===== src/rtl/core/lcrd_pkg.sv =====
// Shared constants, types and CRC helpers for the length/CRC record deframer.
`default_nettype none

package lcrd_pkg;

  // Result kinds carried on the result channel's tuser
  localparam int unsigned KindW = 3;
  localparam logic [KindW-1:0] KIND_BYTE     = 3'd0;
  localparam logic [KindW-1:0] KIND_GOOD     = 3'd1;
  localparam logic [KindW-1:0] KIND_LCRC_BAD = 3'd2;
  localparam logic [KindW-1:0] KIND_DCRC_BAD = 3'd3;
  localparam logic [KindW-1:0] KIND_TRUNC    = 3'd4;
  localparam logic [KindW-1:0] KIND_END      = 3'd5;

  // Parse phases
  localparam int unsigned PhaseW = 2;
  localparam logic [PhaseW-1:0] PH_LEN  = 2'd0;
  localparam logic [PhaseW-1:0] PH_LCRC = 2'd1;
  localparam logic [PhaseW-1:0] PH_DATA = 2'd2;
  localparam logic [PhaseW-1:0] PH_DCRC = 2'd3;

  // Field widths
  localparam int unsigned ByteW  = 8;
  localparam int unsigned LenW   = 64;
  localparam int unsigned CountW = 32;
  localparam int unsigned CrcW   = 32;
  localparam int unsigned IdxW   = 4;

  // Header length field is eight bytes, a CRC field four
  localparam logic [IdxW-1:0] LEN_BYTES = 4'd8;
  localparam logic [IdxW-1:0] CRC_BYTES = 4'd4;

  // Packed result payload: payload byte, record length, records read
  localparam int unsigned OutDataW = ByteW + LenW + CountW;

  // CRC32C constants
  localparam logic [CrcW-1:0] CRC_POLY   = 32'h82F6_3B78;
  localparam logic [CrcW-1:0] CRC_INIT   = 32'hFFFF_FFFF;
  localparam logic [CrcW-1:0] MASK_DELTA = 32'hA282_EAD8;

  typedef logic [ByteW-1:0]  byte_t;
  typedef logic [LenW-1:0]   len_t;
  typedef logic [CountW-1:0] count_t;
  typedef logic [CrcW-1:0]   crc_t;

  // Fold one byte into a reflected CRC32C register
  function automatic crc_t crc_byte(input crc_t crc_in, input byte_t b);
    crc_t c;
    c = crc_in ^ {24'd0, b};
    for (int i = 0; i < 8; i++) begin
      c = c[0] ? ((c >> 1) ^ CRC_POLY) : (c >> 1);
    end
    return c;
  endfunction

  // Finalize the running CRC and apply the storage mask
  function automatic crc_t crc_masked(input crc_t running);
    crc_t c;
    c = ~running;
    return {c[14:0], c[31:15]} + MASK_DELTA;
  endfunction

endpackage

`default_nettype wire


===== src/rtl/core/length_crc_record_deframer.sv =====
// Top level: byte-stream deframer for length-prefixed records with masked CRC32C.
// A result is loaded into the output register when its input byte leaves the input register.
// Throughput: one byte per cycle; the input register, the combinational CRC32C byte update
// and the output register form a two-stage pipeline that stalls only on output backpressure.
// Reset (rst_n, synchronous, active low) restarts parsing at a record boundary, clears
// the error stop and the good-record count, and turns CRC checking on.
`default_nettype none

module length_crc_record_deframer import lcrd_pkg::*; (
  input  wire logic                clk,
  input  wire logic                rst_n,
  // Configuration write channel
  input  wire logic                cfg_valid,
  output logic                     cfg_ready,
  input  wire logic                cfg_data,      // crc_check_enable
  // Byte stream in
  input  wire logic                in_tvalid,
  output logic                     in_tready,
  input  wire logic [ByteW-1:0]    in_tdata,      // [7:0] data_byte
  input  wire logic                in_tlast,      // end_of_input
  // Results out
  output logic                     out_tvalid,
  input  wire logic                out_tready,
  output logic [OutDataW-1:0]      out_tdata,     // [7:0] payload_byte, [71:8] record_length,
                                                  // [103:72] records_read
  output logic [KindW-1:0]         out_tuser      // [2:0] kind
);

  // Configuration
  logic crc_en_r;

  // Input register
  logic  s1_valid_r;
  byte_t s1_byte_r;
  logic  s1_last_r;
  logic  s1_fire;

  // Parse state
  logic [PhaseW-1:0] phase_r, phase_nxt;
  logic [IdxW-1:0]   idx_r, idx_nxt;
  len_t              len_r, len_nxt;
  len_t              left_r, left_nxt;
  crc_t              crc_r, crc_nxt;
  crc_t              rcv_r, rcv_nxt;
  logic              stopped_r, stopped_nxt;
  count_t            cnt_r, cnt_nxt;

  // Result of the current item
  logic             res_valid;
  logic [KindW-1:0] res_kind;
  byte_t            res_byte;
  len_t             res_len;
  count_t           res_cnt;

  // Output register
  logic             out_valid_r;
  logic [KindW-1:0] out_kind_r;
  byte_t            out_byte_r;
  len_t             out_len_r;
  count_t           out_cnt_r;

  // Helpers
  crc_t       crc_upd;
  crc_t       rcv_merge;
  logic [IdxW-1:0] idx_inc;
  logic       crc_good;

  assign cfg_ready = 1'b1;

  // Hold the check enable
  always_ff @(posedge clk) begin
    if (!rst_n) begin
      crc_en_r <= 1'b1;
    end else if (cfg_valid && cfg_ready) begin
      crc_en_r <= cfg_data;
    end
  end

  // Advance the input stage when the output register can take its result
  assign s1_fire   = s1_valid_r && (!out_valid_r || out_tready);
  assign in_tready = !s1_valid_r || s1_fire;

  always_ff @(posedge clk) begin
    if (!rst_n) begin
      s1_valid_r <= 1'b0;
    end else if (in_tready) begin
      s1_valid_r <= in_tvalid;
    end
  end

  always_ff @(posedge clk) begin
    if (in_tvalid && in_tready) begin
      s1_byte_r <= in_tdata;
      s1_last_r <= in_tlast;
    end
  end

  // Byte-wide CRC update, received CRC assembly and check
  assign crc_upd   = crc_byte(crc_r, s1_byte_r);
  assign rcv_merge = rcv_r | ({24'd0, s1_byte_r} << {idx_r[1:0], 3'b000});
  assign idx_inc   = idx_r + 4'd1;
  assign crc_good  = !crc_en_r || (crc_masked(crc_r) == rcv_merge);

  // Parse one item
  always_comb begin
    phase_nxt   = phase_r;
    idx_nxt     = idx_r;
    len_nxt     = len_r;
    left_nxt    = left_r;
    crc_nxt     = crc_r;
    rcv_nxt     = rcv_r;
    stopped_nxt = stopped_r;
    cnt_nxt     = cnt_r;
    res_valid   = 1'b0;
    res_kind    = KIND_BYTE;
    res_byte    = '0;
    res_len     = len_r;
    res_cnt     = cnt_r;

    if (s1_fire && !stopped_r) begin
      if (s1_last_r) begin
        // End of stream: clean only at a record boundary
        stopped_nxt = 1'b1;
        res_valid   = 1'b1;
        res_kind    = (phase_r == PH_LEN && idx_r == '0) ? KIND_END : KIND_TRUNC;
      end else begin
        case (phase_r)
          PH_LEN: begin
            len_nxt = {s1_byte_r, len_r[LenW-1:ByteW]};
            crc_nxt = crc_upd;
            idx_nxt = idx_inc;
            if (idx_inc >= LEN_BYTES) begin
              phase_nxt = PH_LCRC;
              idx_nxt   = '0;
              rcv_nxt   = '0;
            end
          end
          PH_LCRC, PH_DCRC: begin
            rcv_nxt = rcv_merge;
            idx_nxt = idx_inc;
            if (idx_inc >= CRC_BYTES) begin
              if (!crc_good) begin
                stopped_nxt = 1'b1;
                res_valid   = 1'b1;
                res_kind    = (phase_r == PH_LCRC) ? KIND_LCRC_BAD : KIND_DCRC_BAD;
              end else if (phase_r == PH_DCRC || len_r == '0) begin
                // Record good: report, then restart at the next length field
                cnt_nxt   = cnt_r + 32'd1;
                res_valid = 1'b1;
                res_kind  = KIND_GOOD;
                res_cnt   = cnt_r + 32'd1;
                phase_nxt = PH_LEN;
                idx_nxt   = '0;
                len_nxt   = '0;
                left_nxt  = '0;
                crc_nxt   = CRC_INIT;
                rcv_nxt   = '0;
              end else begin
                phase_nxt = PH_DATA;
                idx_nxt   = '0;
                left_nxt  = len_r;
                crc_nxt   = CRC_INIT;
              end
            end
          end
          PH_DATA: begin
            crc_nxt   = crc_upd;
            left_nxt  = left_r - 64'd1;
            res_valid = 1'b1;
            res_kind  = KIND_BYTE;
            res_byte  = s1_byte_r;
            if (left_r == 64'd1) begin
              phase_nxt = PH_DCRC;
              idx_nxt   = '0;
              rcv_nxt   = '0;
            end
          end
          default: begin
            phase_nxt = PH_LEN;
            idx_nxt   = '0;
            len_nxt   = '0;
            left_nxt  = '0;
            crc_nxt   = CRC_INIT;
            rcv_nxt   = '0;
          end
        endcase
      end
    end
  end

  // Update parse state
  always_ff @(posedge clk) begin
    if (!rst_n) begin
      phase_r   <= PH_LEN;
      idx_r     <= '0;
      len_r     <= '0;
      left_r    <= '0;
      crc_r     <= CRC_INIT;
      rcv_r     <= '0;
      stopped_r <= 1'b0;
      cnt_r     <= '0;
    end else begin
      phase_r   <= phase_nxt;
      idx_r     <= idx_nxt;
      len_r     <= len_nxt;
      left_r    <= left_nxt;
      crc_r     <= crc_nxt;
      rcv_r     <= rcv_nxt;
      stopped_r <= stopped_nxt;
      cnt_r     <= cnt_nxt;
    end
  end

  // Load the output register, drop it once the transaction completes
  always_ff @(posedge clk) begin
    if (!rst_n) begin
      out_valid_r <= 1'b0;
    end else if (s1_fire) begin
      out_valid_r <= res_valid;
    end else if (out_tready) begin
      out_valid_r <= 1'b0;
    end
  end

  always_ff @(posedge clk) begin
    if (s1_fire && res_valid) begin
      out_kind_r <= res_kind;
      out_byte_r <= res_byte;
      out_len_r  <= res_len;
      out_cnt_r  <= res_cnt;
    end
  end

  assign out_tvalid = out_valid_r;
  assign out_tdata  = {out_cnt_r, out_len_r, out_byte_r};
  assign out_tuser  = out_kind_r;

endmodule

`default_nettype wire


===== config.mk =====
export PLATFORM = sky130hd
export DESIGN_NAME = length_crc_record_deframer
export DESIGN_NICKNAME = d
export VERILOG_FILES = /design/src/rtl/core/lcrd_pkg.sv /design/src/rtl/core/length_crc_record_deframer.sv
export SDC_FILE = /design/constraint.sdc
export NUM_CORES = 1
export LEC_CHECK = 0
export BUFFER_PORTS_ARGS = -buffer_cell sky130_fd_sc_hd__buf_2
export CORE_ASPECT_RATIO = 0.6
export CORE_MARGIN = 1
export CORE_UTILIZATION = 55
export CTS_CLUSTER_SIZE = 10
export DETAILED_ROUTE_END_ITERATION = 10
export PLACE_DENSITY = 0.77
export SYNTH_ARGS = -nofsm -noshare
export SYNTH_HDL_FRONTEND = slang
export SYNTH_SLANG_ARGS = --single-unit

===== constraint.sdc =====
create_clock -name clk -period 10.35 [get_ports clk]
set_clock_uncertainty 0.2 [all_clocks]
set_input_delay 2.07 -clock clk [delete_from_list [all_inputs] [get_ports clk]]
set_output_delay 2.07 -clock clk [all_outputs]
set_load 0.005 [all_outputs]

==> results.txt, run 1 <==
The final-report hold violation count came out at 0. The tools report the effective utilization at floorplan as 0.561. The final HPWL from detailed placement was 32300 um. For the core area, the log shows 30000 um^2.

For the number of buffers inserted during clock tree synthesis, the log shows 41. Buffers inserted to repair hold after CTS numbered 0. The run gives 2052 as the violation count after the first detailed-route iteration. Most instantiated flip-flop cell in the synthesis netlist: sky130_fd_sc_hd__dfxtp_1.

Critical path class: reg2reg. In the routed design, unresolved DRC markers number 0. For the pin with the worst max-slew slack, the measured transition is 1.31 ns.

The tools report the number of nets in the synthesized netlist as 1689. The tree is rooted in a sky130_fd_sc_hd__clkbuf_16. The repair_antennas step left the layout with diodes totalling 0. The critical path starts at idx_r[1]$_SDFFE_PN0P_. Setup violations remaining at the end of the flow were counted as 0. IR analysis of the VDD net gives a maximum drop of 0.000136 V. The number of global-route vias before repair is 12.6k.

The library cell used most frequently in the layout, excluding fill and tap cells, is sky130_fd_sc_hd__dfxtp_1. The share of the clock period used by the worst path works out to 0.524. The detail route stage leaves a number of antenna-violating nets equal to 0.

The normalized max-slew margin is 0.123. After synthesis, the mean cell area works out to 10.1 um^2. Before CTS, the worst setup slack after placement is 4.71 ns. The run gives 0 ns as the sum of negative setup slack. STA classifies the critical path endpoint as a flip-flop.

The flow ran to the end, and the final reports show no timing, DRC or antenna violations. For the number of nets at the end of the flow, the log shows 1746. The final critical delay including setup and external delays came out at 5.42 ns. The number of warnings issued by yosys was 0; the proportion of synthesized flip-flops having asynchronous set or reset was 0. In this run, placement finished with an instance count of 2090. Data on the critical path is required at its endpoint by 10.59 ns. CTS built an H-tree with a depth of 2. The tools report the overall die area as 31300 um^2. The count of final max-slew check failures was 0. Number of enable-type register cells in the synthesized netlist: 116. Data on the critical path arrives at its endpoint at 5.66 ns.

After detailed routing, the total wire length is 47200 um. Along the worst path, the maximum fanout reaches 57. Derived from the worst setup path, the maximum achievable clock frequency is 184 MHz. On the critical path, the stage with the largest delay is an instance of sky130_fd_sc_hd__o22ai_4. The number of buffers and inverters on the critical path works out to 1.

At the end of routability-driven placement, the weighted congestion stood at 0.959. The I/O pin count is 125, and the post-synthesis sequential area ratio is 0.485. Setup repair after global routing left no endpoint under its margin. The startpoint identified for the worst hold timing path is left_r[39]$_SDFFE_PN0P_. The largest net degree at the start of global routing is 96, and the fraction of final layout cells sized beyond drive strength 1 is 0.137. The total power divided by cell area works out to 195 nW/um^2. In the final routed layout, each cell accounts on average for 21.8 um.

No sink is reached through more buffers than the 3 on the longest clock path. The cell area that synthesis handed to floorplanning was 16800 um^2. The initialized floorplan defines 49 standard-cell rows. The via count normalized by instance count is 6.47, and the quantity of I/O buffers inserted on ports is 123. For this run, the slowest stage of the critical path takes 0.88 ns. The die is 138 um tall.

TritonCTS built the clock tree. The critical path goes through nor2b_1 > a21oi_1 > xnor2_1 > a2111o_1 > a2111oi_2 > and4_1 > a31oi_4 > o22ai_4 > buf_4 > o21ai_0 > a31o_2. From left edge to right edge, the die measures 228 um. In this run, synthesis produced a sequential element count of 350.

The logs give 0.55 ns for the clock network latency to the later pin of the worst-skew pair and 350 for the clock sink count. The logs give 18700 um^2 for the post-layout instance area and 0 for the overflow left after global routing. For this run, the detailed router's first-pass iteration total came to 6. The global-route wire length before repair was 72300 um; the max-capacitance violation count was 0. The worst hold path belongs to the class reg2reg. The routed layout has 14.0k vias.

STA classifies the critical path startpoint as a flip-flop. The number of antenna violations at the first check in global routing was 0. Clock-pin slew was measured on the worst setup and hold paths at 0.06 ns. Setup slack closes at 4.93 ns. The leakage power total was 7.16 nW. The worst register-to-register path begins at idx_r[1]$_SDFFE_PN0P_. Leaving out fill and tap cells, the most frequent cells in the layout are 234 x sky130_fd_sc_hd__dfxtp_1, 140 x sky130_fd_sc_hd__nand2_1, 122 x sky130_fd_sc_hd__buf_2, 116 x sky130_fd_sc_hd__edfxtp_1, 114 x sky130_fd_sc_hd__xnor2_1. For the total track usage, the log shows 0.295. Post-CTS repair changed the size of 0 cells. The cell family contributing the most delay on the critical path is compound AO/OA/AOI/OAI gates. For the worst hold margin, the log shows 0.264 ns.

Leaving out filler cells and counting taps, the final layout contains 2161. Synthesis handed over a netlist of 1668 instances. The count of unique library cells instantiated by Yosys was 85.

In this run the post-CTS setup repair buffer count came out at 0. The layout overhead on the synthesized area works out to 11.3%. The cell area after placement came out at 17500 um^2.
-- state kept, by name, indices dropped and copies added (netlist names), named ones only --
register	count
out_cnt_r	32
out_byte_r	8
crc_r	32
s1_valid_r	1
s1_byte_r	8
left_r	64
out_tvalid	1
rcv_r	32
idx_r	4
out_len_r	64
out_tuser	3
s1_last_r	1
stopped_r	1
len_r	64
crc_en_r	1
cnt_r	32
phase_r	1
-- routing by layer --
layer	share of wire	global-route usage
met5	0	0
met2	0.38	0.387
met1	0.45	0.447
met3	0.15	0.106
met4	0.023	0.0764
-- cell usage after synthesis (17+ instances only) --
library cell / instances / share of area
sky130_fd_sc_hd__nor4_1: 32 / 0.012
sky130_fd_sc_hd__nand2b_1: 33 / 0.012
sky130_fd_sc_hd__nand2_1: 140 / 0.031
sky130_fd_sc_hd__dfxtp_1: 234 / 0.28
sky130_fd_sc_hd__xor2_1: 45 / 0.023
sky130_fd_sc_hd__mux2i_1: 30 / 0.018
sky130_fd_sc_hd__and3_1: 26 / 0.0097
sky130_fd_sc_hd__clkbuf_1: 78 / 0.017
sky130_fd_sc_hd__edfxtp_1: 116 / 0.21
sky130_fd_sc_hd__a2bb2oi_1: 33 / 0.017
sky130_fd_sc_hd__nor2_1: 88 / 0.020
sky130_fd_sc_hd__a211oi_1: 17 / 0.0076
sky130_fd_sc_hd__a31oi_1: 28 / 0.010
sky130_fd_sc_hd__buf_2: 32 / 0.0095
sky130_fd_sc_hd__a21oi_1: 75 / 0.022
sky130_fd_sc_hd__o21ai_0: 55 / 0.016
sky130_fd_sc_hd__nand4_1: 17 / 0.0063
sky130_fd_sc_hd__a22o_1: 58 / 0.030
sky130_fd_sc_hd__o21a_1: 17 / 0.0076
sky130_fd_sc_hd__o2bb2ai_1: 44 / 0.023
sky130_fd_sc_hd__nand3_1: 37 / 0.011
sky130_fd_sc_hd__xnor2_1: 114 / 0.059
sky130_fd_sc_hd__nor3_1: 39 / 0.012
sky130_fd_sc_hd__inv_1: 26 / 0.0058
-- through the flow --
step	power (mW)	util
2_1_floorplan	2.17	-
3_3_place_gp	2.31	0.584
3_5_place_dp	2.33	0.584
4_1_cts	3.65	0.624
5_1_grt	3.78	0.624
6_report	3.65	0.624
-- tightest hold or removal path: stages (launching register included) --
cell,delay (ns)
sky130_fd_sc_hd__dfxtp_1,0.31
sky130_fd_sc_hd__nand2_1,0.05
sky130_fd_sc_hd__o32ai_1,0.05
-- final cells by class --
cell class / count / area [um^2]
fill: 2459 / 11300
sequential: 350 / 8170
multi-input combinational: 1168 / 8040
clock buffer: 68 / 1150
timing repair buffer: 138 / 731
tap: 408 / 510
inverter: 26 / 97.6
clock inverter: 3 / 45.0
-- power breakdown --
part | switching (mW) | internal [mW] | leakage, nW
combinational | 0.439 | 0.339 | 3.55
clock | 0.559 | 0.758 | 0.569
sequential | 0.0986 | 1.46 | 3.04
-- kinds of logic (layout without fill, tap and decap cells) --
| kind of cell | count (synthesis) | after routing | synth area share |
|---|---|---|---|
| AOI/OAI and AO/OA | 471 | 471 | 0.210 |
| xor gates and xnor gates | 160 | 160 | 0.0840 |
| adders and majority gates | 6 | 6 | 0.00446 |
| buffers and inverters | 150 | 235 | 0.0406 |
| DFF | 350 | 350 | 0.485 |
| muxes | 31 | 31 | 0.0185 |
| other | 1 | 1 | 0.000223 |
| and+or+nand+nor | 499 | 499 | 0.158 |
-- worst paths after layout --
kind,end,slack (ns),depth (start not counted)
setup / recovery,left_r[59]$_SDFFE_PN0P_,4.93,11
hold / removal,left_r[39]$_SDFFE_PN0P_,0.26,2
setup reg to reg,left_r[59]$_SDFFE_PN0P_,4.93,11
hold reg to reg,left_r[39]$_SDFFE_PN0P_,0.26,2
No activity file was read; power rests on OpenSTA's default activity.
==> run 2, diff against run 1 <==
ABC_AREA = 1   (was not set)
CORE_UTILIZATION = 60   (was 55)
PLACE_DENSITY = 0.79   (was 0.77)
clock period = 5.4 ns   (was 10.35 ns; I/O delays follow)
==> results.txt, run 2 <==
For the post-synth design cell area, the log shows 20000 um^2 (+19%). The maximum number of buffers from clock root to sink is 3 (unchanged). The tools report the violation count after the first detailed-route iteration as 2651 (+29%).

The count of nets left with antenna violations after detail routing is 0 (unchanged), and the number of warnings issued by yosys is 0 (unchanged). The count of unique library cells instantiated by Yosys is 46 (-46%), and the effective utilization at floorplan is 0.612 (+0.0519). The tools report the number of setup violations in the final report as 0 (unchanged). The run gives 2953 (+69%) as the number of nets at the end of the flow. The number of buffers inserted during clock tree synthesis was 41 (unchanged). The proportion of synthesized flip-flops having asynchronous set or reset came out at 0 (unchanged).

The final HPWL from detailed placement was 41700 um (+29%). The mux contribution to synthesized area is 0 (-0.0185), and the final critical delay including setup and external delays is 5.03 ns (-0.388 ns). The leakage power total came out at 10.6 nW (+49%). The pin slew with the least headroom to its limit was 1.17 ns (-0.144 ns). The tools report the global-route wire length before repair as 92900 um (+28%).

The overflow left after global routing came out at 0 (unchanged). The clock transition at the registers of the reported paths was 0.05 ns (about the same); the number of storage elements in the synthesis netlist was 350 (unchanged). Largest net degree at the start of global routing: 129 (+34%). Quantity of I/O buffers inserted on ports: 123 (unchanged). The final-report hold violation count came out at 0 (unchanged).

Leaving out fill and tap cells, the most frequent cells in the layout are 738 x sky130_fd_sc_hd__nand2_1, 437 x sky130_fd_sc_hd__nor2_1, 310 x sky130_fd_sc_hd__inv_1, 262 x sky130_fd_sc_hd__nand3_1, 233 x sky130_fd_sc_hd__dfxtp_1. The total power divided by cell area is 293 nW/um^2 (+50%). Overall die area: 34000 um^2 (+8.6%). The maximum fanout along the worst path is 86 (+51%), and the number of diodes is 0 (unchanged).

Number of gates resized after cts: 0 (unchanged). The arrival time of the worst setup path is 5.07 ns (-0.59 ns). The total track usage was 0.345 (+0.0496); the share of the clock period used by the worst path was 0.932 (+0.408).

The main combinational cell family by area after synthesis is simple AND/OR/NAND/NOR gates. For the residual DRC count, the log shows 0 (unchanged). The tools report the normalized max-slew margin as 0.222 (+0.0992). The tools report the max-capacitance violation count as 0 (unchanged). In the synthesized netlist the dominant register cell turns out to be sky130_fd_sc_hd__dfxtp_1. The total number of vias is 19.5k (+39%), and the core area is 32600 um^2 (+8.5%).

Count of H-tree levels built during CTS: 2 (unchanged). The largest area contributor in the netlist was sky130_fd_sc_hd__dfxtp_1. The synthesized area divided by synthesized cell count was 6.92 um^2 (-31%); the portion of total power attributed to the clock network was 0.398 (+0.037). The run gives 0.000221 V (+62%) as the worst ir drop on vdd. The tools report the post-layout instance area as 21900 um^2 (+17%). For the post-placement worst setup slack, the log shows 0.561 ns (-4.15 ns). The tools report the element type at the critical path end as a flip-flop. The required time of the worst setup path was 5.43 ns (-5.16 ns); the highest clock frequency the design can meet was 199 MHz (+7.7%). The tools report the post-CTS setup buffer count as 0 (unchanged).

The height of the die was 143 um (+4.2%); the final worst-path setup slack was 0.368 ns (-4.56 ns). The tightest min-delay check is of the reg2reg type. For the number of fillers in the final layout, the log shows 2811 (+14%). The critical path class is reg2reg.

The die span in x works out to 238 um (+4.2%). The commonest cells after synthesis are 738 x sky130_fd_sc_hd__nand2_1, 439 x sky130_fd_sc_hd__nor2_1, 312 x sky130_fd_sc_hd__inv_1, 263 x sky130_fd_sc_hd__nand3_1, 234 x sky130_fd_sc_hd__dfxtp_1. Count of standard-cell rows: 51 (+4.1%). The fraction of post-synthesis cell area in the top cell type by area works out to 0.235 (-0.0436). The tools report the startpoint class of the critical path as a flip-flop. Leaving out fill and tap cells, the most frequent cell in the layout is sky130_fd_sc_hd__nand2_1. Setup repair after global routing left no endpoint under its margin. Among all cell types in the netlist, the one instantiated most often is sky130_fd_sc_hd__nand2_1. The flow ran to the end, and the final reports show no timing, DRC or antenna violations.

The cell-internal power was 4.55 mW (+78%); the cell area after placement was 20700 um^2 (+18%). For the clock network latency to the later pin of the worst-skew pair, the log shows 0.57 ns (+0.02 ns). The logs give 0 (unchanged) for the number of buffers inserted for hold repair after clock tree synthesis and 2886 (+73%) for the synthesized netlist cell count. The clock sink count was 350 (unchanged); the sum of negative setup slack was 0 ns (unchanged).

The layout overhead on the synthesized area is 9.56%. The fraction of final layout cells sized beyond drive strength 1 was 0.0810 (-0.0565); the arithmetic-cell share of the synthesized area counting full adders, half adders and majority gates was 0.00376 (-0.000699). By area the synthesized netlist is led by sky130_fd_sc_hd__dfxtp_1 23%, sky130_fd_sc_hd__edfxtp_1 17%, sky130_fd_sc_hd__nand2_1 14%. The routability congestion estimate was 1.03 (+6.9%); the simple-gate share of the synthesized area was 0.339 (+0.182). The tree is rooted in a sky130_fd_sc_hd__clkbuf_16. The number of detailed-route iterations in the first pass was 8 (+2); the switching power total was 1.85 mW (+69%). The number of enable-type register cells in the synthesized netlist is 116 (unchanged).

In the final layout, the registers with the most flip-flops are left_r x64, len_r x64, out_len_r x64. The logs give 59400 um (+26%) for the total wire length after detailed routing and 0.451 (+0.025) for the sequential fraction of design power. The tools report the number of antenna violations at the first check in global routing as 0 (unchanged). The I/O pin count was 125 (unchanged). The average wire per standard cell works out to 17.4 um (-20%).

The share of power burned in combinational logic was 0.151 (-0.062); the number of nets in the synthesized netlist was 2907 (+72%). The run gives 0.37 ns (-4.56 ns) as the register-to-register setup slack. The post-synthesis xor/xnor area fraction came out at 0.0667 (-0.0174).

The switching share of total power was 0.290 (-0.0106); the number of global-route vias before repair was 17.0k (+35%). The via count normalized by instance count was 5.72 (-12%). Count of final max-slew check failures: 0 (unchanged). The post-synthesis sequential area ratio was 0.409 (-0.0760). The share of the synthesized area in compound gates (AO/OA/AOI/OAI) works out to 0.0869 (-0.123).

TritonCTS built the clock tree.
run 2: changes by cell type after synthesis, sizes merged, moves of 84 or more:
cell	delta
nand2	+600
o21ai	+84
nand3	+218
inv	+297
nor2	+356
xnor2	-90
run 2: cell type report:
| class | count | area (um^2) | area share |
|---|---|---|---|
| timing repair buffer | 144 | 788 | 0.0360 |
| inverter | 323 | 1220 | 0.0557 |
| clock buffer | 68 | 1130 | 0.0515 |
| sequential | 350 | 8170 | 0.374 |
| tap | 450 | 563 | 0.0257 |
| multi-input combinational | 2072 | 9960 | 0.455 |
| clock inverter | 5 | 51.3 | 0.00234 |
run 2: critical path, cell delays in order (launching register included):
cell and delay, ns:
sky130_fd_sc_hd__dfxtp_1 0.68, sky130_fd_sc_hd__nand2_1 0.25, sky130_fd_sc_hd__inv_2 0.10, sky130_fd_sc_hd__nand2_1 0.14, sky130_fd_sc_hd__nor3_2 0.34, sky130_fd_sc_hd__nand2_1 0.15
sky130_fd_sc_hd__nand2_1 0.09, sky130_fd_sc_hd__nand3_1 0.09, sky130_fd_sc_hd__nand2_1 0.08, sky130_fd_sc_hd__nand2_1 0.07, sky130_fd_sc_hd__nand2_1 0.10, sky130_fd_sc_hd__nor2_1 0.04
sky130_fd_sc_hd__nand2_1 0.05, sky130_fd_sc_hd__nor2_1 0.04, sky130_fd_sc_hd__nand2_1 0.20, sky130_fd_sc_hd__nand2_2 0.29, sky130_fd_sc_hd__inv_1 0.19, sky130_fd_sc_hd__nand2_1 0.10
sky130_fd_sc_hd__nand3_1 0.08, sky130_fd_sc_hd__nand2_1 0.11, sky130_fd_sc_hd__inv_4 0.80, sky130_fd_sc_hd__buf_4 0.44
run 2: logic make-up after synthesis:
group / count (synthesis)
flops: 350
buf+inv: 464
xor+xnor: 152
other cells: 1
fa+ha+maj: 6
simple gates: 1603
compound gates: 310
run 2: final timing paths:
path | cells after the start | start | to
worst max-delay path | 21 | crc_r[30]$_SDFFE_PN1P_ | out_len_r[46]$_DFFE_PP_
worst min-delay path | 0 | len_r[44]$_SDFFE_PN0P_ | out_len_r[44]$_DFFE_PP_
worst max register to register | 21 | crc_r[30]$_SDFFE_PN1P_ | out_len_r[46]$_DFFE_PP_
worst min register to register | 0 | len_r[44]$_SDFFE_PN0P_ | out_len_r[44]$_DFFE_PP_
run 2: metrics by stage:
step	power (mW)	hold slack [ns]	utilization	cells
6_report	6.40	0.258	0.671	3412
5_1_grt	6.62	0.267	0.671	3412
4_1_cts	6.38	0.256	0.671	3412
3_5_place_dp	3.86	0.243	0.635	3339
3_3_place_gp	3.85	0.241	0.635	3339
2_1_floorplan	3.61	0.229	-	2886
run 2: layer usage:
layer  global-route usage  share of wire  vias to the layer above
met1                0.529           0.45                     8924
met3               0.0782           0.12                      110
met5                    0              0                        -
met2                0.485           0.40                     1105
met4               0.0795          0.019                        0
li1                     -              -                     9373
run 2: power groups by stage:
| stage | clock network [mW] | registers (mW) | logic, mW |
|---|---|---|---|
| floorplan | 0 | 2.90 | 0.706 |
| global placement | 0 | 2.94 | 0.913 |
| detailed placement | 0 | 2.94 | 0.926 |
| CTS | 2.56 | 2.88 | 0.935 |
| global route | 2.66 | 2.89 | 1.06 |
| finish | 2.55 | 2.89 | 0.966 |
